$ cat src/rtl/cssl_pkg.sv
`default_nettype none

package cssl_pkg;

   localparam int ADDR_W      = 8;
   localparam int DATA_W      = 8;
   localparam int STORE_DEPTH = 256;
   localparam int OP_W        = 3;
   localparam int SLOT_W      = 3;
   localparam int INDEX_W     = 5;
   localparam int CFG_INDEX_W = 8;

   typedef logic [ADDR_W-1:0] addr_type;
   typedef logic [DATA_W-1:0] byte_type;
   typedef logic [OP_W-1:0]   op_type;

   localparam op_type OP_WRITE_PATTERN = 3'd0;
   localparam op_type OP_READ_SLOT     = 3'd1;
   localparam op_type OP_COPY_SLOT     = 3'd2;
   localparam op_type OP_READ_CONFIG   = 3'd3;
   localparam op_type OP_WRITE_CONFIG  = 3'd4;

   localparam byte_type HASH_SEED = 8'd33;

   typedef struct packed {
      logic     we;
      addr_type waddr;
      byte_type wdata;
      logic     re;
      addr_type raddr;
   } mem_req_type;

   typedef struct packed {
      byte_type data;
      logic     status;
      logic     last;
   } rsp_word_type;

endpackage

`default_nettype wire

$ cat src/rtl/cssl_if.sv
`default_nettype none

interface cssl_req_if;
   import cssl_pkg::*;

   logic                   valid;
   logic                   ready;
   logic [OP_W-1:0]        operation;
   logic [SLOT_W-1:0]      slot;
   logic [SLOT_W-1:0]      dest_slot;
   logic [INDEX_W-1:0]     byte_index;
   logic [DATA_W-1:0]      data_in;
   logic [CFG_INDEX_W-1:0] config_index;

   modport source (output valid, operation, slot, dest_slot, byte_index, data_in,
                   config_index, input ready);
   modport sink   (input valid, operation, slot, dest_slot, byte_index, data_in,
                   config_index, output ready);
endinterface

interface cssl_rsp_if;
   import cssl_pkg::*;

   logic              valid;
   logic              ready;
   logic [DATA_W-1:0] data_out;
   logic              status;
   logic              last;

   modport source (output valid, data_out, status, last, input ready);
   modport sink   (input valid, data_out, status, last, output ready);
endinterface

`default_nettype wire

$ cat src/rtl/cssl_store.sv
`default_nettype none

module cssl_store (
   input  logic                  clock,
   input  cssl_pkg::mem_req_type mem_req,
   output cssl_pkg::byte_type    rd_data
);
   import cssl_pkg::*;

   byte_type mem_ff [STORE_DEPTH];
   byte_type rd_data_ff;

   // write port and registered read port; read data holds between reads
   always_ff @(posedge clock) begin
      if (mem_req.we) begin
         mem_ff[mem_req.waddr] <= mem_req.wdata;
      end
      if (mem_req.re) begin
         rd_data_ff <= mem_ff[mem_req.raddr];
      end
   end

   assign rd_data = rd_data_ff;

endmodule

`default_nettype wire

$ cat src/rtl/cssl_seq.sv
`default_nettype none

module cssl_seq #(
   parameter int PATTERN_BYTES = 31,
   parameter int SLOT_BYTES    = 32,
   parameter int CONFIG_TOP    = 255
) (
   input  logic                   clock,
   input  logic                   reset,
   cssl_req_if.sink               req_bus,
   input  logic                   out_free,
   output logic                   out_load,
   output cssl_pkg::rsp_word_type out_word,
   output cssl_pkg::mem_req_type  mem_req,
   input  cssl_pkg::byte_type     rd_data
);
   import cssl_pkg::*;

   localparam int CNT_W = $clog2(SLOT_BYTES + PATTERN_BYTES + 1);

   typedef enum logic [6:0] {
      S_CLEAR   = 7'b0000001,
      S_IDLE    = 7'b0000010,
      S_CSUM    = 7'b0000100,
      S_EMIT    = 7'b0001000,
      S_COPY_RD = 7'b0010000,
      S_COPY_WR = 7'b0100000,
      S_RESP    = 7'b1000000
   } state_type;

   state_type        state_ff, state_in;
   addr_type         clr_ff, clr_in;
   logic [CNT_W-1:0] cnt_ff, cnt_in;
   logic             rdv_ff, rdv_in;
   logic [CNT_W-1:0] rdk_ff, rdk_in;
   byte_type         hash_ff, hash_in;
   addr_type         base_ff, base_in;
   addr_type         dbase_ff, dbase_in;
   logic             csum_wr_ff, csum_wr_in;
   logic             err_ff, err_in;
   logic             sel_rd_ff, sel_rd_in;

   logic [11:0] src_prod;
   logic [11:0] dst_prod;
   addr_type    req_base;
   addr_type    req_dbase;
   addr_type    cfg_addr;
   logic        accept;

   assign src_prod  = 12'(req_bus.slot) * 12'(SLOT_BYTES);
   assign dst_prod  = 12'(req_bus.dest_slot) * 12'(SLOT_BYTES);
   assign req_base  = src_prod[ADDR_W-1:0];
   assign req_dbase = dst_prod[ADDR_W-1:0];
   assign cfg_addr  = ADDR_W'(CONFIG_TOP) - req_bus.config_index;

   assign req_bus.ready = (state_ff == S_IDLE);
   assign accept        = req_bus.valid && req_bus.ready;

   always_comb begin
      state_in   = state_ff;
      clr_in     = clr_ff;
      cnt_in     = cnt_ff;
      rdv_in     = 1'b0;
      rdk_in     = cnt_ff;
      hash_in    = hash_ff;
      base_in    = base_ff;
      dbase_in   = dbase_ff;
      csum_wr_in = csum_wr_ff;
      err_in     = err_ff;
      sel_rd_in  = sel_rd_ff;
      mem_req    = '0;
      out_load   = 1'b0;
      out_word   = '0;

      unique case (state_ff)
         S_CLEAR: begin
            mem_req.we    = 1'b1;
            mem_req.waddr = clr_ff;
            mem_req.wdata = '0;
            clr_in        = clr_ff + 1'b1;
            if (clr_ff == ADDR_W'(STORE_DEPTH - 1)) begin
               state_in = S_IDLE;
            end
         end

         S_IDLE: begin
            if (accept) begin
               cnt_in     = '0;
               hash_in    = HASH_SEED;
               base_in    = req_base;
               dbase_in   = req_dbase;
               csum_wr_in = 1'b0;
               err_in     = 1'b0;
               sel_rd_in  = 1'b0;
               state_in   = S_RESP;
               unique case (req_bus.operation)
                  OP_WRITE_PATTERN: begin
                     if (int'(req_bus.byte_index) < PATTERN_BYTES) begin
                        mem_req.we    = 1'b1;
                        mem_req.waddr = req_base + ADDR_W'(req_bus.byte_index);
                        mem_req.wdata = req_bus.data_in;
                        if (int'(req_bus.byte_index) == PATTERN_BYTES - 1) begin
                           csum_wr_in = 1'b1;
                           state_in   = S_CSUM;
                        end
                     end
                  end
                  OP_READ_SLOT: begin
                     state_in = S_CSUM;
                  end
                  OP_COPY_SLOT: begin
                     state_in = S_COPY_RD;
                  end
                  OP_READ_CONFIG: begin
                     mem_req.re    = 1'b1;
                     mem_req.raddr = cfg_addr;
                     sel_rd_in     = 1'b1;
                  end
                  OP_WRITE_CONFIG: begin
                     mem_req.we    = 1'b1;
                     mem_req.waddr = cfg_addr;
                     mem_req.wdata = req_bus.data_in;
                  end
                  default: begin
                     // unknown operation: acknowledge only
                  end
               endcase
            end
         end

         S_CSUM: begin
            // issue data reads and the stored checksum read, fold as they return, then write or check the checksum
            if (cnt_ff <= CNT_W'(PATTERN_BYTES)) begin
               mem_req.re    = 1'b1;
               mem_req.raddr = base_ff + ADDR_W'(cnt_ff);
               rdv_in        = 1'b1;
               cnt_in        = cnt_ff + 1'b1;
            end
            if (rdv_ff) begin
               if (rdk_ff < CNT_W'(PATTERN_BYTES)) begin
                  hash_in = {hash_ff[2:0], 5'b0} + hash_ff + rd_data;
               end else if (csum_wr_ff) begin
                  mem_req.we    = 1'b1;
                  mem_req.waddr = base_ff + ADDR_W'(PATTERN_BYTES);
                  mem_req.wdata = hash_ff;
                  state_in      = S_RESP;
               end else if (rd_data == hash_ff) begin
                  mem_req.re    = 1'b1;
                  mem_req.raddr = base_ff;
                  cnt_in        = '0;
                  state_in      = S_EMIT;
               end else begin
                  err_in   = 1'b1;
                  state_in = S_RESP;
               end
            end
         end

         S_EMIT: begin
            if (out_free) begin
               out_load        = 1'b1;
               out_word.data   = rd_data;
               out_word.status = 1'b0;
               out_word.last   = (cnt_ff == CNT_W'(PATTERN_BYTES - 1));
               if (out_word.last) begin
                  state_in = S_IDLE;
               end else begin
                  mem_req.re    = 1'b1;
                  mem_req.raddr = base_ff + ADDR_W'(cnt_ff) + 1'b1;
                  cnt_in        = cnt_ff + 1'b1;
               end
            end
         end

         S_COPY_RD: begin
            mem_req.re    = 1'b1;
            mem_req.raddr = base_ff + ADDR_W'(cnt_ff);
            state_in      = S_COPY_WR;
         end

         S_COPY_WR: begin
            mem_req.we    = 1'b1;
            mem_req.waddr = dbase_ff + ADDR_W'(cnt_ff);
            mem_req.wdata = rd_data;
            cnt_in        = cnt_ff + 1'b1;
            if (cnt_ff == CNT_W'(SLOT_BYTES - 1)) begin
               state_in = S_RESP;
            end else begin
               state_in = S_COPY_RD;
            end
         end

         S_RESP: begin
            if (out_free) begin
               out_load        = 1'b1;
               out_word.data   = sel_rd_ff ? rd_data : '0;
               out_word.status = err_ff;
               out_word.last   = 1'b1;
               state_in        = S_IDLE;
            end
         end

         default: begin
            state_in = S_IDLE;
         end
      endcase
   end

   always_ff @(posedge clock) begin
      if (reset) begin
         state_ff <= S_CLEAR;
         clr_ff   <= '0;
         rdv_ff   <= 1'b0;
      end else begin
         state_ff <= state_in;
         clr_ff   <= clr_in;
         rdv_ff   <= rdv_in;
      end
   end

   always_ff @(posedge clock) begin
      cnt_ff     <= cnt_in;
      rdk_ff     <= rdk_in;
      hash_ff    <= hash_in;
      base_ff    <= base_in;
      dbase_ff   <= dbase_in;
      csum_wr_ff <= csum_wr_in;
      err_ff     <= err_in;
      sel_rd_ff  <= sel_rd_in;
   end

endmodule

`default_nettype wire

$ cat src/rtl/checksummed_slot_store_top.sv
`default_nettype none

// Checksummed slot store: a 256-byte store split into slots of SLOT_BYTES
// bytes, each slot holding PATTERN_BYTES data bytes and one checksum byte
// (seed 33, then hash*33+byte per data byte, modulo 256). After reset the
// block zeroes the store, one byte a cycle, and takes no word on req_bus
// until that pass ends. One request word is worked at a time; the store has
// a single, registered read port. A pattern byte write or config write
// returns one acknowledge word; a write of the final pattern index also
// walks the slot and stores its checksum first. A config read returns its
// byte from the store in time for the output register. A slot read walks
// the slot to check the checksum and then emits one data word per cycle
// while the output register is free; a checksum mismatch ends after the
// walk with one error word. A copy reads and then writes each byte in turn.
// A result waits in an output register, so a stalled rsp_bus holds the
// sequencer but does not lose the next request.
module checksummed_slot_store_top #(
   parameter int PATTERN_BYTES = 31,
   parameter int SLOT_BYTES    = 32,
   parameter int CONFIG_TOP    = 255
) (
   input  logic       clock,
   input  logic       reset,
   cssl_req_if.sink   req_bus,
   cssl_rsp_if.source rsp_bus
);
   import cssl_pkg::*;

   mem_req_type  mem_req;
   byte_type     rd_data;
   rsp_word_type out_word;
   logic         out_load;
   logic         out_free;

   logic         rsp_valid_ff, rsp_valid_in;
   rsp_word_type rsp_word_ff, rsp_word_in;

   // sequencer: decodes the request and walks the store
   cssl_seq #(
      .PATTERN_BYTES (PATTERN_BYTES),
      .SLOT_BYTES    (SLOT_BYTES),
      .CONFIG_TOP    (CONFIG_TOP)
   ) u_seq (
      .clock    (clock),
      .reset    (reset),
      .req_bus  (req_bus),
      .out_free (out_free),
      .out_load (out_load),
      .out_word (out_word),
      .mem_req  (mem_req),
      .rd_data  (rd_data)
   );

   // byte store: one write and one registered read per cycle
   cssl_store u_store (
      .clock   (clock),
      .mem_req (mem_req),
      .rd_data (rd_data)
   );

   // output register: accept a new word when empty or draining this cycle
   assign out_free     = !rsp_valid_ff || rsp_bus.ready;
   assign rsp_valid_in = out_load || (rsp_valid_ff && !rsp_bus.ready);
   assign rsp_word_in  = out_load ? out_word : rsp_word_ff;

   always_ff @(posedge clock) begin
      if (reset) begin
         rsp_valid_ff <= 1'b0;
      end else begin
         rsp_valid_ff <= rsp_valid_in;
      end
   end

   always_ff @(posedge clock) begin
      rsp_word_ff <= rsp_word_in;
   end

   assign rsp_bus.valid    = rsp_valid_ff;
   assign rsp_bus.data_out = rsp_word_ff.data;
   assign rsp_bus.status   = rsp_word_ff.status;
   assign rsp_bus.last     = rsp_word_ff.last;

   // never overwrite a word that is still waiting
   a_no_overrun : assert property (@(posedge clock) disable iff (reset)
      out_load |-> out_free)
      else $error("result loaded while output register is held");

   // the store is never read and written at one address in the same cycle
   a_no_rw_clash : assert property (@(posedge clock) disable iff (reset)
      (mem_req.we && mem_req.re) |-> (mem_req.waddr != mem_req.raddr))
      else $error("read and write hit the same store address");

   // a checksum error is always a single, final word
   a_err_last : assert property (@(posedge clock) disable iff (reset)
      (out_load && out_word.status) |-> out_word.last)
      else $error("error word without last marker");

   // mid-slot words keep the block busy
   a_busy_mid_read : assert property (@(posedge clock) disable iff (reset)
      (out_load && !out_word.last) |=> !req_bus.ready)
      else $error("request taken in the middle of a slot read");

endmodule

`default_nettype wire

$ cat src/flat_wrapper.sv
// flat-port wrapper written by rule: the top's interface ports become plain ports
module checksummed_slot_store_top_flat import cssl_pkg::*;
#(
   parameter int PATTERN_BYTES = 31,
   parameter int SLOT_BYTES    = 32,
   parameter int CONFIG_TOP    = 255
)
  (clock, reset, req_bus_valid, req_bus_operation, req_bus_slot, req_bus_dest_slot, req_bus_byte_index, req_bus_data_in, req_bus_config_index, req_bus_ready, rsp_bus_valid, rsp_bus_data_out, rsp_bus_status, rsp_bus_last, rsp_bus_ready);
  cssl_req_if req_bus_i ();
  cssl_rsp_if rsp_bus_i ();
  input  logic clock;
  input  logic reset;
  input wire logic [$bits(req_bus_i.valid)-1:0] req_bus_valid;
  input wire logic [$bits(req_bus_i.operation)-1:0] req_bus_operation;
  input wire logic [$bits(req_bus_i.slot)-1:0] req_bus_slot;
  input wire logic [$bits(req_bus_i.dest_slot)-1:0] req_bus_dest_slot;
  input wire logic [$bits(req_bus_i.byte_index)-1:0] req_bus_byte_index;
  input wire logic [$bits(req_bus_i.data_in)-1:0] req_bus_data_in;
  input wire logic [$bits(req_bus_i.config_index)-1:0] req_bus_config_index;
  output wire logic [$bits(req_bus_i.ready)-1:0] req_bus_ready;
  output wire logic [$bits(rsp_bus_i.valid)-1:0] rsp_bus_valid;
  output wire logic [$bits(rsp_bus_i.data_out)-1:0] rsp_bus_data_out;
  output wire logic [$bits(rsp_bus_i.status)-1:0] rsp_bus_status;
  output wire logic [$bits(rsp_bus_i.last)-1:0] rsp_bus_last;
  input wire logic [$bits(rsp_bus_i.ready)-1:0] rsp_bus_ready;
  assign req_bus_i.valid = req_bus_valid;
  assign req_bus_i.operation = req_bus_operation;
  assign req_bus_i.slot = req_bus_slot;
  assign req_bus_i.dest_slot = req_bus_dest_slot;
  assign req_bus_i.byte_index = req_bus_byte_index;
  assign req_bus_i.data_in = req_bus_data_in;
  assign req_bus_i.config_index = req_bus_config_index;
  assign req_bus_ready = req_bus_i.ready;
  assign rsp_bus_valid = rsp_bus_i.valid;
  assign rsp_bus_data_out = rsp_bus_i.data_out;
  assign rsp_bus_status = rsp_bus_i.status;
  assign rsp_bus_last = rsp_bus_i.last;
  assign rsp_bus_i.ready = rsp_bus_ready;
  checksummed_slot_store_top #(.PATTERN_BYTES(PATTERN_BYTES), .SLOT_BYTES(SLOT_BYTES), .CONFIG_TOP(CONFIG_TOP)) u_core (.clock(clock), .reset(reset), .req_bus(req_bus_i), .rsp_bus(rsp_bus_i));
endmodule
$ cat config.mk
export PLATFORM = sky130hd
export DESIGN_NAME = checksummed_slot_store_top_flat
export DESIGN_NICKNAME = d
export VERILOG_FILES = /design/src/rtl/cssl_pkg.sv /design/src/rtl/cssl_if.sv /design/src/rtl/cssl_store.sv /design/src/rtl/cssl_seq.sv /design/src/rtl/checksummed_slot_store_top.sv /design/src/flat_wrapper.sv
export SDC_FILE = /design/constraint.sdc
export NUM_CORES = 2
export LEC_CHECK = 0
export ABC_AREA = 1
export BUFFER_PORTS_ARGS = -buffer_cell sky130_fd_sc_hd__buf_2
export CORE_MARGIN = 5
export CORE_UTILIZATION = 29
export CTS_CLUSTER_SIZE = 12
export DETAILED_ROUTE_END_ITERATION = 8
export PLACE_DENSITY_LB_ADDON = 0.12
export SETUP_SLACK_MARGIN = 0.5
export SLEW_MARGIN = 10
export SYNTH_ARGS = -nofsm -noshare
export SYNTH_HDL_FRONTEND = slang
export SYNTH_HIERARCHICAL = 1
export SYNTH_SLANG_ARGS = --single-unit
$ cat constraint.sdc
create_clock -name clock -period 5.71 [get_ports clock]
set_input_delay 0.2855 -clock clock [delete_from_list [all_inputs] [get_ports clock]]
set_output_delay 0.2855 -clock clock [all_outputs]
set_load 0.02 [all_outputs]
Word-level counts from Yosys, hierarchy flattened
Memories as Yosys holds them, arrays and structs flattened. A register that Yosys moved wholly into a read port is not among the register bits.
Index checks and enable logic that the tools add are counted.
Widths: inputs -> output; s select.
{ "totals": {"n_memories": 1, "rom_bits": 0, "wordCells": 132, "latch_bits": 0, "out_inout_bits": 12, "register_bits": 56, "mem_bits_rw": 2048, "input_bits": 34} }
{ "mem_list": {"columns": ["memory", "words", "width", "read_ports", "rd_clocked_by_memory_dff", "wr", "line", "rtl"], "rows": [
  ["u_core.u_store.mem_ff", 256, 8, 1, 1, 1, "cssl_store.sv:10", "byte_type mem_ff [STORE_DEPTH];"]
]} }
{ "op_classes": {"n_addsub": 10, "order_cmp": 3, "reduce_logical": 17, "n_div": 0, "bitwise_logic": 1, "muxes": 58, "n_eq_ne": 27, "multipliers": 0, "shift": 0} }
{ "op_table": {"columns": ["cell", "n"], "rows": [
  ["$mux 7", 12],
  ["$mux 26", 3],
  ["$pmux 17 s4", 1],
  ["$mux 9", 6],
  ["$pmux 7 s7", 1],
  ["$mux 6", 8],
  ["$pmux 9 s4", 1],
  ["$mux 17", 2],
  ["$pmux 17 s2", 1],
  ["$mux 8", 4],
  ["$pmux 6 s4", 1],
  ["$pmux 7 s3", 1],
  ["$mux 10", 2],
  ["$pmux 10 s2", 1],
  ["$add 8x1->8 const B", 2],
  ["$add 8x6->8", 2],
  ["$add 8x8->8", 2],
  ["$ne 2x2->1 const B", 8],
  ["$pmux 8 s2", 1],
  ["$eq 6x5->1 const B", 2],
  ["$mux 1", 12],
  ["$add 8x5->8", 1],
  ["$add 8x5->8 const B", 1],
  ["$eq 8x8->1", 1],
  ["other kinds (31)", 40]
]} }

Depth between registers and ports, before layout
{ "logic_depth": {"word_depth": 9, "mapped_depth": 24, "mapped_depth_nobuf": 20} }

By module
The synthesis kept the hierarchy.
{ "by_module_without_submodules": {"columns": ["mod", "cells_per_inst", "area_per_inst_um2", "n_inst"], "rows": [
  ["cssl_store", 7003, 83476.3, 1],
  ["cssl_seq", 506, 3543.4, 1],
  ["checksummed_slot_store_top", 15, 342.8, 1]
]} }

Worst setup path after synthesis
OpenSTA, ideal clock, no wires.
{ "synth_timing": {"kind": "reg-to-reg", "from": "reg u_core.u_seq.state_ff[1]", "to": "mem u_core/u_store/mem_ff[0][3] (netlist name) (data pin)", "n_path_buf": 1, "synth_period_minus_slack_ns": 3.961, "slack_ns": 1.749, "path_stages_with_launch": 11, "arrival_ns": 2.943, "setup_ns": 1.018, "cell_sequence": "dfxtp_1 inv_2 nand2_2 nor2_1 nand2_2 inv_2 nand3_2 inv_2 buf_4 nand2_1 nand3_2"} }
{ "synth_rtl": {"columns": ["item", "line", "rtl"], "rows": [
  ["start, declared", "cssl_seq.sv:31", "state_type state_ff, state_in;"],
  ["start signal, assigned", "cssl_seq.sv:215", "state_ff <= state_in;"],
  ["end, declared", "cssl_store.sv:10", null]
]} }

==> impl_results.rst <==
.. list-table::
   :header-rows: 1

   * - Metric
     - Value
   * - Result of the run
     - finished, final reports clean
   * - Path category of the worst min-delay check
     - in -> reg
   * - Distinct cell type count after synthesis
     - 47
   * - Number of levels the H-tree was split into
     - 4
   * - Leading post-synthesis cells by instance count
     - nand2_1 (2,257), edfxtp_1 (2,089), nand3_1 (2,055), nor2_1 (340), buf_2 (272)
   * - LEAKAGE
     - 34.2 nW
   * - # IOs
     - 46
   * - Total count of hold-check failures in the final report
     - 0
   * - Clock input transition at the sequential cells of the worst setup and hold paths
     - 50 ps
   * - Number of buffers between clock root and the deepest sink
     - 4
   * - Synth top area cells
     - edfxtp_1 (72%), nand3_1 (12%), nand2_1 (9.7%), buf_2 (1.6%), nor2_1 (1.5%)
   * - WS Path Type
     - reg -> reg
   * - Routed WL per cell
     - 25.1 um
   * - Least setup slack across all paths after layout
     - 723 ps
   * - Crit path arrival time
     - 5570 ps
   * - Setup repair after global routing missed its margin
     - yes
   * - Worst-margin pin slew
     - 1280 ps
   * - Most frequent cell after synthesis
     - nand2_1
   * - Final worst path period need
     - 4990 ps
   * - Number of routed nets with antenna violations
     - 0
   * - Max Fanout on Critical Path
     - 52
   * - Iteration-0 DRC count of the detailed router
     - 5,282
   * - Wire length on met1
     - 137 mm
   * - Post-layout nets
     - 7,687
   * - Post-route DRC
     - 0
   * - Final GP Congestion
     - 0.806
   * - GRT Util Overall
     - 18.5%
   * - Buffer cell driving the clock tree root
     - clkbuf_16
   * - Number of warnings printed during yosys synthesis
     - 6
   * - Depth of the worst hold-timing path
     - 3
   * - Setup TNS after final layout
     - 0 ps
   * - Insertion delay to the later sink of the worst-skew pair
     - 940 ps
   * - Smallest hold slack
     - 112 ps
   * - Final core utilization
     - 33.5%
   * - Routed via count divided by cell count
     - 4.94
   * - Growth of design area from synthesis to finish
     - 15.1%
   * - R2R cell count
     - 21
   * - PnR Total Power
     - 41.0 mW
   * - Remaining global-route overflow
     - 0
   * - Die Outline Area
     - 312,000 um^2
   * - CP Capture Type
     - flop
   * - Clock Sinks
     - 2,112
   * - Power Density
     - 408 nW/um^2
   * - Async SR Flop Fraction
     - 0%
   * - Max-capacitance violation count
     - 0
   * - Max Clk Rate
     - 0.201 GHz
   * - TritonRoute pass-1 iters
     - 6
   * - TritonCTS clock tree
     - yes
   * - Final cell count without fillers
     - 11.8k
   * - Half-perimeter wire length after detailed placement
     - 169 mm
   * - Max-Slew Margin vs Limit
     - 14.5%
   * - Required time worst endpoint
     - 6300 ps
   * - Yosys reg bits
     - 2,112
   * - Total number of vias
     - 58.2k
   * - Maximum ir drop on the vdd rail
     - 0.246 mV
   * - Cell taking the most area after synthesis
     - edfxtp_1
   * - Met2 Wirelength
     - 138 mm
   * - CTS Buf Count
     - 241
   * - Number of enable flip-flop cells after synthesis
     - 2,089
   * - Pin count of the biggest net entering global routing
     - 133
   * - Top flip-flop cell by instance count after synthesis
     - edfxtp_1
   * - Initial standard-cell utilization of the core
     - 29.1%
   * - Cell area after synthesis
     - 87,400 um^2
   * - Final Skew
     - 77.6 ps
   * - Sequential share of the synthesized area
     - 72.3%
   * - Synthesized instance count
     - 7,524
   * - Final Max Tran Viols
     - 0
   * - Post-Place Cells
     - 11.3k
   * - Synthesized area per cell
     - 11.6 um^2
   * - Detailed Route WL
     - 295 mm
   * - Placeable core region
     - 300,000 um^2
   * - Post-synth top area share
     - 71.8%
   * - Global-route wire length before repair
     - 426 mm
   * - Final clock period utilization by the worst path
     - 87.3%
   * - Met3 routed WL
     - 15.3 mm
   * - Number of antenna violations at the first check in global routing
     - 12
   * - Vias in the first global route
     - 57.2k
   * - Top sig layer
     - met4
   * - Cell area after placement
     - 93,000 um^2
   * - Die height
     - 559 um
   * - Row count
     - 201
   * - X dimension of the die
     - 559 um
   * - Place WS
     - -37.2 ps
   * - Count of input and output buffers
     - 45
   * - Layout cells sized above 1
     - 9.17%
   * - Post-route cell area
     - 101,000 um^2
   * - Kind of start point of the critical path
     - flop
   * - Post-Syn Nets
     - 7,580
   * - Setup violators final
     - 0
flip-flops by register name, summed over array words and instances (netlist names), 3 cells and up:
register	cells
u_core/u_store/mem_ff	2048
u_core/rsp_bus.data_out	8
u_core/u_seq/clr_ff	8
u_core/u_seq/hash_ff	8
u_core/u_store/rd_data	8
u_core/u_seq/state_ff	7
u_core/u_seq/cnt_ff	6
u_core/u_seq/rdk_ff	6
u_core/u_seq/base_ff	3
u_core/u_seq/dbase_ff	3
layer usage:
metal	up-vias	GRT usage [%]
met5	-	0
met4	0	3.54
met3	327	2.58
met2	1447	30.0
met1	29500	26.6
li1	26900	-
logic make-up (layout without fill, tap and decap cells):
| kind of cell | Yosys count | in the layout | share of synthesized area (%) |
|---|---|---|---|
| AOI/OAI and AO/OA | 71 | 71 | 0.460 |
| xor gates and xnor gates | 10 | 10 | 0.100 |
| adders and majority gates | 22 | 22 | 0.341 |
| buffers and inverters | 596 | 888 | 3.32 |
| DFF | 2112 | 2112 | 72.3 |
| other | 0 | 5 | 0 |
| and+or+nand+nor | 4713 | 4713 | 23.5 |
final cells by class:
type / instances / area (um^2)
clock inverters: 125 / 836
well taps: 3958 / 4950
repair inverters: 3 / 26.3
inverters: 106 / 460
diodes: 5 / 12.5
clock buffers: 303 / 6290
repair buffers: 351 / 3370
fillers: 29900 / 199000
multi-input cells: 4816 / 21400
flip-flops and latches: 2112 / 63200
cell usage in the layout, fill, tap and decap left out, types with 18 or more instances in the layout:
cell type / n
nor2_1: 340
nand2_2: 33
clkbuf_16: 242
ha_1: 19
edfxtp_1: 2089
buf_4: 224
clkinv_1: 67
nand2_1: 2235
nand3_1: 2051
clkbuf_1: 59
dfxtp_1: 23
dlygate4sd3_1: 18
buf_12: 54
a21oi_1: 24
o21ai_0: 25
clkinv_2: 39
buf_2: 45
inv_1: 92
worst paths after layout:
kind,start,to,slack [ps]
min,req_bus_data_in[5],u_core/u_store/mem_ff[42][5],110
max reg2reg,u_core/u_store/rd_data[0],u_core/u_store/rd_data[1],720
max,u_core/u_store/rd_data[0],u_core/u_store/rd_data[1],720
min reg2reg,u_core/u_seq/clr_ff[7],u_core/u_seq/clr_ff[7],500
worst max-delay path, stage by stage, from the launching register on:
cell,delay (ps)
edfxtp_1,560
ha_1,370
nor2_1,110
nand2_1,70
nor2_1,170
nand3_1,150
nor2_2,240
nand2_2,190
nand3_1,230
nand2_8,230
inv_16,260
buf_12,260
buf_12,300
nand3_1,160
nand3_1,110
nand3_1,80
nand3_1,140
nand3_1,360
nand3_1,230
nand2_1,120
nand2_1,90
nand2_2,150
timing repair:
item / in CTS / in global routing
endpoints found under the setup margin: 8 / 7
hold buffers: 18 / 0
resized for setup: 19 / 9
setup buffers: 0 / 1
cloned: 4 / 1
endpoints found under the hold margin: 39 / 0
where the power goes:
group	switching, mW	internal, mW
combinational	6.91	2.58
clock	6.28	8.08
sequential	0.104	17.1
No activity file was read; power rests on OpenSTA's default activity.
